===== src/sv/ntphep_pkg.sv =====
// ----------------------------------------------------------------------------
// NTP header parser package
// Constants and result layout shared by the parser and its checker.
// ----------------------------------------------------------------------------
`default_nettype none

package ntphep_pkg;

    localparam int S_TDATA_W  = 40;
    localparam int M_TDATA_W  = 96;
    localparam int APB_ADDR_W = 3;
    localparam int APB_DATA_W = 32;

    localparam int MAX_EXTENSIONS_DEFAULT = 8;

    localparam logic [15:0] HDR_LEN            = 16'd48;
    localparam logic [15:0] MIN_FIELD_LEN      = 16'd16;
    localparam logic [15:0] DEFAULT_MATCH_PORT = 16'd123;
    localparam logic [15:0] POS_MAX            = 16'hFFFF;

    localparam logic [2:0] VERSION_MIN = 3'd1;
    localparam logic [2:0] VERSION_MAX = 3'd4;

    // register index, taken from paddr[2]
    localparam logic REG_MATCH_PORT = 1'b0;

    typedef enum logic [1:0] {
        CLASS_NONE  = 2'd0,
        CLASS_OTHER = 2'd1,
        CLASS_PORT  = 2'd2
    } detect_class_t;

    typedef enum logic [1:0] {
        FLD_TYPE_HI = 2'd0,
        FLD_TYPE_LO = 2'd1,
        FLD_LEN_HI  = 2'd2,
        FLD_LEN_LO  = 2'd3
    } field_off_t;

    typedef struct packed {
        logic [5:0]  pad;
        logic        mac_present;
        logic [3:0]  ext_count;
        logic [31:0] reference_id;
        logic [7:0]  stratum_level;
        logic [1:0]  leap_indicator;
        logic [2:0]  mode_number;
        logic [2:0]  version_number;
        logic [1:0]  detect_class;
        logic [15:0] ext_length;
        logic [15:0] ext_type;
        logic [2:0]  ext_index;
    } result_t;

endpackage

`default_nettype wire


===== src/sv/ntp_header_extension_parser.sv =====
// Result path: the input register, then the result register.
// Throughput: one byte item per cycle; the result register stalls only on m_tready.
// Reset: synchronous, active low; clears valid flags, per-packet state and sets
// the match port to 123. A summary item also returns per-packet state to reset values.
// ----------------------------------------------------------------------------
// NTP header and extension parser
// Captures NTP header fields, walks extension fields, reports each well-formed field
// of a detected NTP packet (up to MAX_EXTENSIONS), and a per-packet summary on the last byte.
// ----------------------------------------------------------------------------
`default_nettype none

module ntp_header_extension_parser
    import ntphep_pkg::*;
#(
    parameter int MAX_EXTENSIONS = MAX_EXTENSIONS_DEFAULT
) (
    input  wire logic                  aclk,
    input  wire logic                  aresetn,

    input  wire logic                  s_tvalid,
    output logic                       s_tready,
    input  wire logic [S_TDATA_W-1:0]  s_tdata,   // data_byte, packet_length, dest_port
    input  wire logic                  s_tuser,   // is_udp
    input  wire logic                  s_tlast,   // last_byte

    output logic                       m_tvalid,
    input  wire logic                  m_tready,
    // ext_index, ext_type, ext_length, detect_class, version_number, mode_number,
    // leap_indicator, stratum_level, reference_id, ext_count, mac_present, zero pad
    output logic [M_TDATA_W-1:0]       m_tdata,
    output logic                       m_tlast,   // result_kind

    input  wire logic                  psel,
    input  wire logic                  penable,
    input  wire logic                  pwrite,
    input  wire logic [APB_ADDR_W-1:0] paddr,
    input  wire logic [APB_DATA_W-1:0] pwdata,
    output logic [APB_DATA_W-1:0]      prdata,
    output logic                       pready
);

    localparam logic [3:0] MAX_EXT = 4'(MAX_EXTENSIONS);

    logic [15:0] match_port_reg;

    logic        in_valid_reg;
    logic [7:0]  in_byte_reg;
    logic [15:0] in_len_reg;
    logic [15:0] in_port_reg;
    logic        in_udp_reg;
    logic        in_last_reg;

    logic [15:0] pos_reg,     pos_next;
    logic [7:0]  fhb_reg,     fhb_next;
    logic [7:0]  stratum_reg, stratum_next;
    logic [31:0] refid_reg,   refid_next;
    logic [15:0] nfs_reg,     nfs_next;
    logic [15:0] ftype_reg,   ftype_next;
    logic [7:0]  lenhi_reg,   lenhi_next;
    logic [3:0]  cnt_reg,     cnt_next;
    logic        stop_reg,    stop_next;

    logic        out_valid_reg, out_valid_next;
    result_t     out_reg,       out_next;
    logic        out_last_reg;

    logic        advance;
    logic        cfg_write;

    logic [2:0]  version;
    logic [2:0]  mode;
    logic [1:0]  cls;
    logic [15:0] off;
    logic        in_field;
    logic [15:0] flen;
    logic        bad;
    logic        report;

    assign advance  = in_valid_reg && (!out_valid_reg || m_tready);
    assign s_tready = !in_valid_reg || advance;

    assign m_tvalid = out_valid_reg;
    assign m_tdata  = out_reg;
    assign m_tlast  = out_last_reg;

    assign pready    = 1'b1;
    assign cfg_write = psel && penable && pwrite && pready;
    assign prdata    = (paddr[2] == REG_MATCH_PORT) ? {16'd0, match_port_reg} : '0;

    always_ff @(posedge aclk) begin
        if (!aresetn) begin
            match_port_reg <= DEFAULT_MATCH_PORT;
        end else if (cfg_write && paddr[2] == REG_MATCH_PORT) begin
            match_port_reg <= pwdata[15:0];
        end
    end

    always_ff @(posedge aclk) begin
        if (!aresetn) begin
            in_valid_reg <= 1'b0;
        end else if (s_tready) begin
            in_valid_reg <= s_tvalid;
        end
    end

    always_ff @(posedge aclk) begin
        if (s_tready && s_tvalid) begin
            in_byte_reg <= s_tdata[7:0];
            in_len_reg  <= s_tdata[23:8];
            in_port_reg <= s_tdata[39:24];
            in_udp_reg  <= s_tuser;
            in_last_reg <= s_tlast;
        end
    end

    always_comb begin
        pos_next     = pos_reg;
        fhb_next     = fhb_reg;
        stratum_next = stratum_reg;
        refid_next   = refid_reg;
        nfs_next     = nfs_reg;
        ftype_next   = ftype_reg;
        lenhi_next   = lenhi_reg;
        cnt_next     = cnt_reg;
        stop_next    = stop_reg;
        out_next     = '0;
        report       = 1'b0;
        bad          = 1'b0;
        flen         = {lenhi_reg, in_byte_reg};

        if (pos_reg == 16'd0) begin
            fhb_next = in_byte_reg;
        end else if (pos_reg == 16'd1) begin
            stratum_next = in_byte_reg;
        end else if (pos_reg >= 16'd12 && pos_reg <= 16'd15) begin
            refid_next = {refid_reg[23:0], in_byte_reg};
        end

        version = fhb_next[5:3];
        mode    = fhb_next[2:0];
        cls     = CLASS_NONE;
        if (in_udp_reg && in_len_reg >= HDR_LEN && version >= VERSION_MIN &&
            version <= VERSION_MAX && mode != 3'd0) begin
            cls = (in_port_reg == match_port_reg) ? CLASS_PORT : CLASS_OTHER;
        end

        off      = pos_reg - nfs_reg;
        in_field = !stop_reg && cnt_reg < MAX_EXT && pos_reg >= nfs_reg && off < 16'd4;

        if (in_field) begin
            case (field_off_t'(off[1:0]))
                FLD_TYPE_HI: ftype_next = {in_byte_reg, 8'd0};
                FLD_TYPE_LO: ftype_next = {ftype_reg[15:8], in_byte_reg};
                FLD_LEN_HI:  lenhi_next = in_byte_reg;
                FLD_LEN_LO: begin
                    bad = ({1'b0, nfs_reg} + 17'd4 > {1'b0, in_len_reg}) ||
                          (flen < MIN_FIELD_LEN) ||
                          ({1'b0, nfs_reg} + {1'b0, flen} > {1'b0, in_len_reg});
                    if (bad) begin
                        stop_next = 1'b1;
                    end else begin
                        report              = (cls != CLASS_NONE);
                        out_next.ext_index  = cnt_reg[2:0];
                        out_next.ext_type   = ftype_reg;
                        out_next.ext_length = flen;
                        nfs_next            = nfs_reg + flen;
                        cnt_next            = cnt_reg + 4'd1;
                    end
                end
                default: ;
            endcase
        end

        if (pos_reg != POS_MAX) begin
            pos_next = pos_reg + 16'd1;
        end

        out_valid_next = report || in_last_reg;

        if (in_last_reg) begin
            out_next              = '0;
            out_next.detect_class = cls;
            if (cls != CLASS_NONE) begin
                out_next.version_number = version;
                out_next.mode_number    = mode;
                out_next.leap_indicator = fhb_next[7:6];
                out_next.stratum_level  = stratum_next;
                out_next.reference_id   = refid_next;
                out_next.ext_count      = cnt_next;
                out_next.mac_present    = nfs_next < in_len_reg;
            end
            pos_next     = 16'd0;
            fhb_next     = 8'd0;
            stratum_next = 8'd0;
            refid_next   = 32'd0;
            nfs_next     = HDR_LEN;
            ftype_next   = 16'd0;
            lenhi_next   = 8'd0;
            cnt_next     = 4'd0;
            stop_next    = 1'b0;
        end
    end

    always_ff @(posedge aclk) begin
        if (!aresetn) begin
            pos_reg     <= 16'd0;
            fhb_reg     <= 8'd0;
            stratum_reg <= 8'd0;
            refid_reg   <= 32'd0;
            nfs_reg     <= HDR_LEN;
            ftype_reg   <= 16'd0;
            lenhi_reg   <= 8'd0;
            cnt_reg     <= 4'd0;
            stop_reg    <= 1'b0;
        end else if (advance) begin
            pos_reg     <= pos_next;
            fhb_reg     <= fhb_next;
            stratum_reg <= stratum_next;
            refid_reg   <= refid_next;
            nfs_reg     <= nfs_next;
            ftype_reg   <= ftype_next;
            lenhi_reg   <= lenhi_next;
            cnt_reg     <= cnt_next;
            stop_reg    <= stop_next;
        end
    end

    always_ff @(posedge aclk) begin
        if (!aresetn) begin
            out_valid_reg <= 1'b0;
        end else if (!out_valid_reg || m_tready) begin
            out_valid_reg <= advance && out_valid_next;
        end
    end

    always_ff @(posedge aclk) begin
        if (advance && out_valid_next) begin
            out_reg      <= out_next;
            out_last_reg <= in_last_reg;
        end
    end

endmodule

`default_nettype wire


===== config.mk =====
export PLATFORM = sky130hd
export DESIGN_NAME = ntp_header_extension_parser
export DESIGN_NICKNAME = d
export VERILOG_FILES = /design/src/sv/ntphep_pkg.sv /design/src/sv/ntp_header_extension_parser.sv
export SDC_FILE = /design/constraint.sdc
export NUM_CORES = 1
export LEC_CHECK = 0
export ABC_AREA = 1
export ABC_CLOCK_PERIOD_IN_PS = 9300
export BUFFER_PORTS_ARGS = -buffer_cell sky130_fd_sc_hd__buf_2
export CORE_MARGIN = 2
export CORE_UTILIZATION = 41
export CTS_CLUSTER_SIZE = 16
export DETAILED_ROUTE_END_ITERATION = 16
export PLACE_DENSITY = 0.72
export SLEW_MARGIN = 20
export SYNTH_ARGS = -nofsm -noshare
export SYNTH_HDL_FRONTEND = slang
export SYNTH_SLANG_ARGS = --single-unit

===== constraint.sdc =====
create_clock -name aclk -period 9.3 [get_ports aclk]
set_clock_uncertainty 0.05 [all_clocks]
set_input_delay 1.395 -clock aclk [delete_from_list [all_inputs] [get_ports aclk]]
set_output_delay 1.395 -clock aclk [all_outputs]
set_load 0.02 [all_outputs]

==> results of run 1 <==
area by class of cell:
type                            count  area, µm²  share of cell area
Timing Repair Buffer              180        916              0.0569
Inverter                          281       1050              0.0655
Multi-Input combinational cell   1120       6070               0.377
Tap cell                          448        561              0.0348
Clock buffer                       28        689              0.0428
Clock inverter                     22        273              0.0169
Sequential cell                   260       6540               0.406
cells in the final DEF (no fill, tap or decap), types with 12 or more instances in the layout:
cell       netlist  routed
ha_1            84      84
nand2_1        326     325
inv_1          275     273
nand3_1         54      53
edfxtp_1       133     133
conb_1           2      23
nor3_1          16      16
nand4_1         26      26
xnor2_1         13      13
o22ai_1         32      32
xor2_1          24      24
o21ai_1         12      12
dfxtp_1        127     127
clkbuf_16        0      27
o21ai_0        105     105
nor2_1         204     203
buf_2            6     174
a21oi_1        117     117
report_power, final:
group / total, mW / internal, mW / switching (mW)
Combinational: 0.210 / 0.0618 / 0.148
Sequential: 1.25 / 1.23 / 0.0176
Clock: 1.16 / 0.685 / 0.477
per-layer routing:
layer,wire length (µm),up-vias
met5,0,-
met4,1280,0
met3,1850,74
met2,16600,357
met1,15800,5410
li1,-,5893
Yosys cell counts (7+ instances only):
library cell | n | share of area
a211oi_2 | 8 | 0.0071
a21oi_1 | 117 | 0.042
buf_4 | 26 | 0.014
clkbuf_1 | 41 | 0.011
dfxtp_1 | 127 | 0.18
edfxtp_1 | 133 | 0.28
ha_1 | 84 | 0.075
inv_1 | 275 | 0.074
nand2_1 | 326 | 0.087
nand3_1 | 54 | 0.019
nand4_1 | 26 | 0.012
nor2_1 | 204 | 0.055
nor3_1 | 16 | 0.0057
nor4_1 | 7 | 0.0031
o211ai_1 | 10 | 0.0054
o21ai_0 | 105 | 0.037
o21ai_1 | 12 | 0.0043
o22ai_1 | 32 | 0.014
xnor2_1 | 13 | 0.0081
xor2_1 | 24 | 0.015
final timing paths:
check / from / end / slack [ns] / cells after the start
worst max-delay path: nfs_reg[0] / m_tdata[89] / 3.10 / 31
worst min-delay path: stratum_reg[7] / stratum_reg[7] / 0.42 / 2
worst max register to register: nfs_reg[0] / m_tdata[89] / 3.10 / 31
worst min register to register: stratum_reg[7] / stratum_reg[7] / 0.42 / 2
cells by family after synthesis:
family	after synthesis	synth area share
adders and majority gates	86	0.0778
xor gates and xnor gates	37	0.0231
DFF	260	0.466
AOI/OAI and AO/OA	308	0.124
and+or+nand+nor	666	0.201
other	2	0.000536
buffers and inverters	363	0.108
worst max-delay path: cells and delay by family, from the launching register on:
| kind | cells | cell delay (ns) |
|---|---|---|
| adders and majority gates | 4 | 1.25 |
| buffers and inverters | 5 | 0.77 |
| xor gates and xnor gates | 1 | 0.18 |
| and+or+nand+nor | 11 | 1.30 |
| DFF | 1 | 0.52 |
| AOI/OAI and AO/OA | 10 | 1.91 |
stage by stage:
stage               instances  worst slack, ns  area [µm²]  power, mW  hold WS, ns
floorplan                1743             3.99       14100       1.42        0.375
global placement         2289             3.50       15100       1.48        0.401
detailed placement       2289             3.36       15100       1.49        0.407
CTS                      2339             3.27       16100       2.65        0.419
global route             2339             2.67       16100       2.71        0.439
finish                   2339             3.10       16100       2.62        0.419
==> reports/summary.txt, run 1 <==
area grow syn2layout: 14.8%
met2 Use GR: 0.325
sequential fraction of the synthesis area: 0.466
Filler Cell Count: 3239
most used routing layer: met2
largest net degree at the start of global routing: 85
Die X: 189 µm
GRT Overall Usage: 0.194
Crit Path Class: flip-flop to flip-flop
Resize count post-CTS: 0
Hold Fails Final Rpt: 0
share of layout cells above drive strength 1: 0.144
remaining global-route overflow: 0
Max-Cap Viols: 0
Synth Area per Inst: 8.14 µm²
Crit Path Max Fanout: 25
synthesized flop and latch total: 260
# diodes: 0
first-pass GRT wire length: 55600 µm
final worst path period share: 0.667
Most Frequent Cell on Critical Path: nand2_1
max incr delay on CP: 0.52 ns
final net count: 2040
peak supply drop: 0.000135 V
Routed WL per cell: 15.2 µm
Post-CTS Setup Bufs: 0
initial antenna violation count: 0
Num CTS Buffers: 27
maximum buffer depth of the clock tree: 3
TritonCTS clock tree: yes
PwrDens: 163 mW/mm²
top_reg_cell synth: edfxtp_1
Period minus WS final: 6.20 ns
fmax: 0.161 GHz
Synthesis Warnings: 0
count of pins over their slew limit: 0
Setup crit end kind: flip-flop
detailed router's first-iteration violation count: 916
GRT met1 Usage: 0.258
Slew HR: 0.274
Critical Path RT: 9.60 ns
HPWL Detailed: 25800 µm
Layout Utilization: 0.479
htree depth: 1
Tightest Hold Check Type: flip-flop to flip-flop
vias in the first global route: 10800
synthesized netlist cell count: 1722
area of the die: 0.0357 mm²
status: completed
port bufs: 174
RSZ-0062 raised after global routing: false
met3 GRT Util: 0.0241
mapped cell area: 0.0140 mm²
clock tree sinks: 260
row cnt: 67
Post-synth EDFFs: 133
Worst-Skew Late Latency: 0.56 ns
Clk pin slew, worst setup/hold paths: 0.07 ns
Critical-path top delay cell: dfxtp_1
final WL: 35600 µm
Largest register FFs: 90
Final Setup Violations: 0
Leakage: 7.07 nW
Vias/cell: 5.02
first drt pass iteration count: 5
Core Box Area: 0.0336 mm²
initial core utilization: 0.417
Worst Tran Pin Value: 1.09 ns
Ports: 216
CP arrival: 6.50 ns
unique cell type count in the Yosys netlist: 53
Final TNS setup: 0 ns
drt drc: 0
ys async rst share: 0
RePlAce Congestion: 0.923
number of hold buffers added after CTS: 0
CTS root buf: clkbuf_16
DR vias: 11700
startpoint types: flip-flop
Die H: 189 µm
remaining antenna violation count: 0
Power figures use the tool's default switching activity.
==> run 2, diff against run 1 <==
--- a/config.mk
+++ b/config.mk
@@ -6,7 +6,7 @@
 export NUM_CORES = 1
 export LEC_CHECK = 0
 export ABC_AREA = 1
-export ABC_CLOCK_PERIOD_IN_PS = 9300
+export ABC_CLOCK_PERIOD_IN_PS = 6300
 export BUFFER_PORTS_ARGS = -buffer_cell sky130_fd_sc_hd__buf_2
 export CORE_MARGIN = 2
 export CORE_UTILIZATION = 41
==> constraint.sdc (replaced) <==
create_clock -name aclk -period 6.3 [get_ports aclk]
set_clock_uncertainty 0.05 [all_clocks]
set_input_delay 0.945 -clock aclk [delete_from_list [all_inputs] [get_ports aclk]]
set_output_delay 0.945 -clock aclk [all_outputs]
set_load 0.02 [all_outputs]
==> reports/summary.txt, run 2 (synthesized netlist as in run 1, its figures left out) <==
status: completed
clock tree sinks: 260 (unchanged)
initial core utilization: 0.417 (unchanged)
startpoint types: flip-flop
Post-CTS Setup Bufs: 0 (unchanged)
CP arrival: 5.86 ns (-0.64 ns)
HPWL Detailed: 25900 µm (+0.26%)
Hold Fails Final Rpt: 0 (unchanged)
Tot Pwr: 3.84 mW (+46%)
Die X: 189 µm (unchanged)
row cnt: 67 (unchanged)
Clk pin slew, worst setup/hold paths: 0.07 ns (about the same)
detailed router's first-iteration violation count: 894 (-2.4%)
count of pins over their slew limit: 0 (unchanged)
Period minus WS final: 5.55 ns (-0.652 ns)
vias in the first global route: 10900 (+0.80%)
Setup crit end kind: flip-flop
final hold slack: 0.416 ns (-0.00274 ns)
initial antenna violation count: 0 (unchanged)
RePlAce Congestion: 0.980 (+6.2%)
TritonCTS clock tree: yes
first drt pass iteration count: 5 (unchanged)
design area: 0.0161 mm² (+0.23%)
final WL: 35100 µm (-1.3%)
final worst path period share: 0.881 (+0.214)
Leakage: 7.10 nW (+0.34%)
Slew HR: 0.246 (-0.0280)
fmax: 0.180 GHz (+12%)
Critical Path RT: 6.61 ns (-2.99 ns)
Die H: 189 µm (unchanged)
peak supply drop: 0.000166 V (+23%)
share of layout cells above drive strength 1: 0.144 (-0.000832)
Vias/cell: 4.98 (-0.67%)
remaining antenna violation count: 0 (unchanged)
htree depth: 1 (unchanged)
CTS root buf: clkbuf_16
Routed WL per cell: 15.0 µm (-1.5%)
Largest register FFs: 90 (unchanged)
Num CTS Buffers: 28 (+3.7%)
Ports: 216 (unchanged)
first-pass GRT wire length: 55600 µm (about the same)
area of the die: 0.0357 mm² (unchanged)
# diodes: 0 (unchanged)
port bufs: 174 (unchanged)
remaining global-route overflow: 0 (unchanged)
Critical-path top delay cell: edfxtp_1
Most Frequent Cell on Critical Path: nand2_1
Crit Path Class: flip-flop to flip-flop
Core Box Area: 0.0336 mm² (unchanged)
number of hold buffers added after CTS: 0 (unchanged)
Final TNS setup: 0 ns (unchanged)
area grow syn2layout: 15.1%
Worst-Skew Late Latency: 0.57 ns (about the same)
maximum buffer depth of the clock tree: 3 (unchanged)
Resize count post-CTS: 0 (unchanged)
drt drc: 0 (unchanged)
Worst Tran Pin Value: 1.13 ns (+0.0419 ns)
PwrDens: 238 mW/mm² (+46%)
Tightest Hold Check Type: flip-flop to flip-flop
DR vias: 11700 (-0.50%)
RSZ-0062 raised after global routing: false
commonest non-fill, non-tap cell in the layout: nand2_1
Final Setup Violations: 0 (unchanged)
Crit Path Max Fanout: 22 (-12%)
Max-Cap Viols: 0 (unchanged)
final net count: 2043 (+0.15%)
largest net degree at the start of global routing: 85 (unchanged)
placed inst area: 0.0152 mm² (+0.18%)
GRT Overall Usage: 0.193 (-0.000536)
max incr delay on CP: 0.51 ns (about the same)
leading cell types in the layout, fill and taps excluded: 325 x nand2_1, 273 x inv_1, 203 x nor2_1, 174 x buf_2, 133 x edfxtp_1
==> run 2: stage by stage <==
step	utilization	cells	setup WS, ns
floorplan	-	1743	0.993
global placement	0.451	2291	1.03
detailed placement	0.451	2291	0.924
CTS	0.480	2343	0.859
global route	0.480	2343	0.408
finish	0.480	2343	0.749
==> run 2: critical path: cells and delay by family (launching register included) <==
kind | cells | cell delay [ns]
and+or+nand+nor | 11 | 1.30
buffers and inverters | 6 | 0.64
DFF | 1 | 0.51
AOI/OAI and AO/OA | 8 | 1.46
xor gates and xnor gates | 1 | 0.15
adders and majority gates | 4 | 1.22
==> run 2: worst paths after layout <==
kind | start | to | slack (ns) | depth (start not counted)
max reg2reg | in_byte_reg[0] | m_tdata[89] | 0.75 | 30
max | in_byte_reg[0] | m_tdata[89] | 0.75 | 30
min | fhb_reg[7] | fhb_reg[7] | 0.42 | 2
min reg2reg | fhb_reg[7] | fhb_reg[7] | 0.42 | 2
==> run 2: report_power, final <==
group	leakage [nW]	internal (mW)	total, mW	switching [mW]
Combinational	4.36	0.0922	0.311	0.219
Clock	0.470	1.00	1.68	0.678
Sequential	2.27	1.82	1.85	0.0250
==> run 2: layout make-up <==
type | count | area, µm²
repair buffers | 182 | 943
inverters | 281 | 1050
flip-flops and latches | 260 | 6540
multi-input cells | 1120 | 6070
well taps | 448 | 561
clock inverters | 11 | 141
clock buffers | 41 | 831
fillers | 3230 | 17500
==> run 2: metal layers <==
| metal | share of wire | track usage |
|---|---|---|
| met1 | 0.45 | 0.263 |
| met2 | 0.46 | 0.319 |
| met3 | 0.054 | 0.0239 |
| met4 | 0.034 | 0.0655 |
| met5 | 0 | 0 |
==> run 3, diff against run 2 <==
--- a/config.mk
+++ b/config.mk
@@ -8,11 +8,14 @@
 export ABC_AREA = 1
 export ABC_CLOCK_PERIOD_IN_PS = 6300
 export BUFFER_PORTS_ARGS = -buffer_cell sky130_fd_sc_hd__buf_2
+export CELL_PAD_IN_SITES_DETAIL_PLACEMENT = 0
+export CELL_PAD_IN_SITES_GLOBAL_PLACEMENT = 1
 export CORE_MARGIN = 2
 export CORE_UTILIZATION = 41
 export CTS_CLUSTER_SIZE = 16
 export DETAILED_ROUTE_END_ITERATION = 16
-export PLACE_DENSITY = 0.72
+export GPL_TIMING_DRIVEN = 0
+export PLACE_DENSITY = 0.89
 export SLEW_MARGIN = 20
 export SYNTH_ARGS = -nofsm -noshare
 export SYNTH_HDL_FRONTEND = slang
==> reports/summary.txt, run 3 (synthesized netlist as in run 1, its figures left out) <==
largest net degree at the start of global routing: 61 (-28%)
drt drc: 0 (unchanged)
maximum buffer depth of the clock tree: 3 (unchanged)
CTS root buf: clkbuf_16
Worst Tran Pin Value: 0.987 ns (-0.143 ns)
DR vias: 12000 (+3.2%)
Die H: 189 µm (unchanged)
first-pass GRT wire length: 57700 µm (+3.8%)
max incr delay on CP: 0.48 ns (-0.03 ns)
Vias/cell: 4.98 (about the same)
Routed WL per cell: 15.3 µm (+2.5%)
number of hold buffers added after CTS: 0 (unchanged)
GRT Overall Usage: 0.202 (+0.00907)
startpoint types: flip-flop
Crit Path Max Fanout: 10 (-55%)
HPWL Detailed: 28900 µm (+12%)
fmax: 0.178 GHz (-1.2%)
remaining antenna violation count: 0 (unchanged)
area grow syn2layout: 18.3%
Place WS: 0.829 ns (-0.0943 ns)
reg2reg setup slack: 0.68 ns (-0.07 ns)
Worst-Skew Late Latency: 0.57 ns (about the same)
CP arrival: 5.91 ns (+0.05 ns)
Hold Fails Final Rpt: 0 (unchanged)
Crit Path Class: flip-flop to flip-flop
Final Setup Violations: 0 (unchanged)
remaining global-route overflow: 0 (unchanged)
htree depth: 1 (unchanged)
Most Frequent Cell on Critical Path: nand2_1
TritonCTS clock tree: yes
first drt pass iteration count: 7 (+2)
Core Box Area: 0.0336 mm² (unchanged)
Setup crit end kind: flip-flop
Tot Pwr: 3.95 mW (+2.8%)
Post-CTS Setup Bufs: 0 (unchanged)
row cnt: 67 (unchanged)
count of pins over their slew limit: 0 (unchanged)
Clk pin slew, worst setup/hold paths: 0.05 ns (-0.02 ns)
Num CTS Buffers: 29 (+3.6%)
initial core utilization: 0.417 (unchanged)
largest delay contributor family on the critical path: compound AO/OA/AOI/OAI gates
PwrDens: 238 mW/mm² (about the same)
Slew HR: 0.337 (+0.0906)
# diodes: 0 (unchanged)
detailed router's first-iteration violation count: 1071 (+20%)
port bufs: 172 (-1.1%)
Max-Cap Viols: 0 (unchanged)
RSZ-0062 raised after global routing: false
Period minus WS final: 5.62 ns (+0.0652 ns)
initial antenna violation count: 0 (unchanged)
leading cell types in the layout, fill and taps excluded: 325 x nand2_1, 274 x inv_1, 204 x nor2_1, 178 x buf_2, 133 x edfxtp_1
Resize count post-CTS: 0 (unchanged)
Leakage: 7.34 nW (+3.5%)
clock tree sinks: 260 (unchanged)
Ports: 216 (unchanged)
share of layout cells above drive strength 1: 0.153 (+0.00918)
Critical Path RT: 6.60 ns (about the same)
CP Buf/Inv Count: 6 (unchanged)
area of the die: 0.0357 mm² (unchanged)
final net count: 2118 (+3.7%)
vias in the first global route: 11000 (+0.94%)
RePlAce Congestion: 0.897 (-8.4%)
peak supply drop: 0.000184 V (+11%)
final WL: 37100 µm (+5.8%)
Largest register FFs: 90 (unchanged)
Critical-path top delay cell: edfxtp_1
Die X: 189 µm (unchanged)
commonest non-fill, non-tap cell in the layout: nand2_1
Tightest Hold Check Type: flip-flop to flip-flop
final worst path period share: 0.891 (+0.0104)
status: completed
setup ws final: 0.684 ns (-0.0652 ns)
## run 3: layer usage
metal,track usage,part of all wire,vias to the layer above,wire length (µm)
met2,0.322,0.45,400,16500
met4,0.0730,0.037,0,1390
met5,0,0,-,0
li1,-,-,6053,-
met3,0.0272,0.066,72,2450
met1,0.281,0.45,5518,16700
## run 3: final cells by class
cell class                      instances  area [µm²]
Inverter                              281        1050
Sequential cell                       260        6540
Fill cell                            3220       17000
Clock inverter                         11         149
Multi-Input combinational cell       1120        6050
Timing Repair Buffer                  174         908
Clock buffer                           43         861
Tap cell                              448         561
Buffer                                 82         459
## run 3: per-stage QoR
stage	hold WS [ns]	instance area, µm²	setup TNS [ns]	cells	utilization
2_1_floorplan	0.375	14100	0	1743	-
3_3_place_gp	0.391	15500	-15.20	2363	0.462
3_5_place_dp	0.394	15600	0	2365	0.463
4_1_cts	0.407	16600	0	2419	0.493
5_1_grt	0.427	16600	0	2419	0.493
6_report	0.413	16600	0	2419	0.493
## run 3: worst reg2reg max path, delay by kind of cell, from the launching register on
family	cells	cell delay (ns)
flops	1	0.48
compound gates	10	1.91
buf+inv	6	0.57
xor+xnor	1	0.15
fa+ha+maj	4	1.20
simple gates	11	1.04
## run 3: final timing paths
check                  from           to  cells past startpoint
max reg2reg  in_byte_reg[0]  m_tdata[89]                     32
min reg2reg     in_last_reg      m_tlast                      0
max          in_byte_reg[0]  m_tdata[89]                     32
min             in_last_reg      m_tlast                      0
## run 3: power breakdown
group | internal (mW) | switching [mW]
Sequential | 1.82 | 0.0225
Combinational | 0.110 | 0.228
Clock | 1.07 | 0.692
Total | 3.00 | 0.943
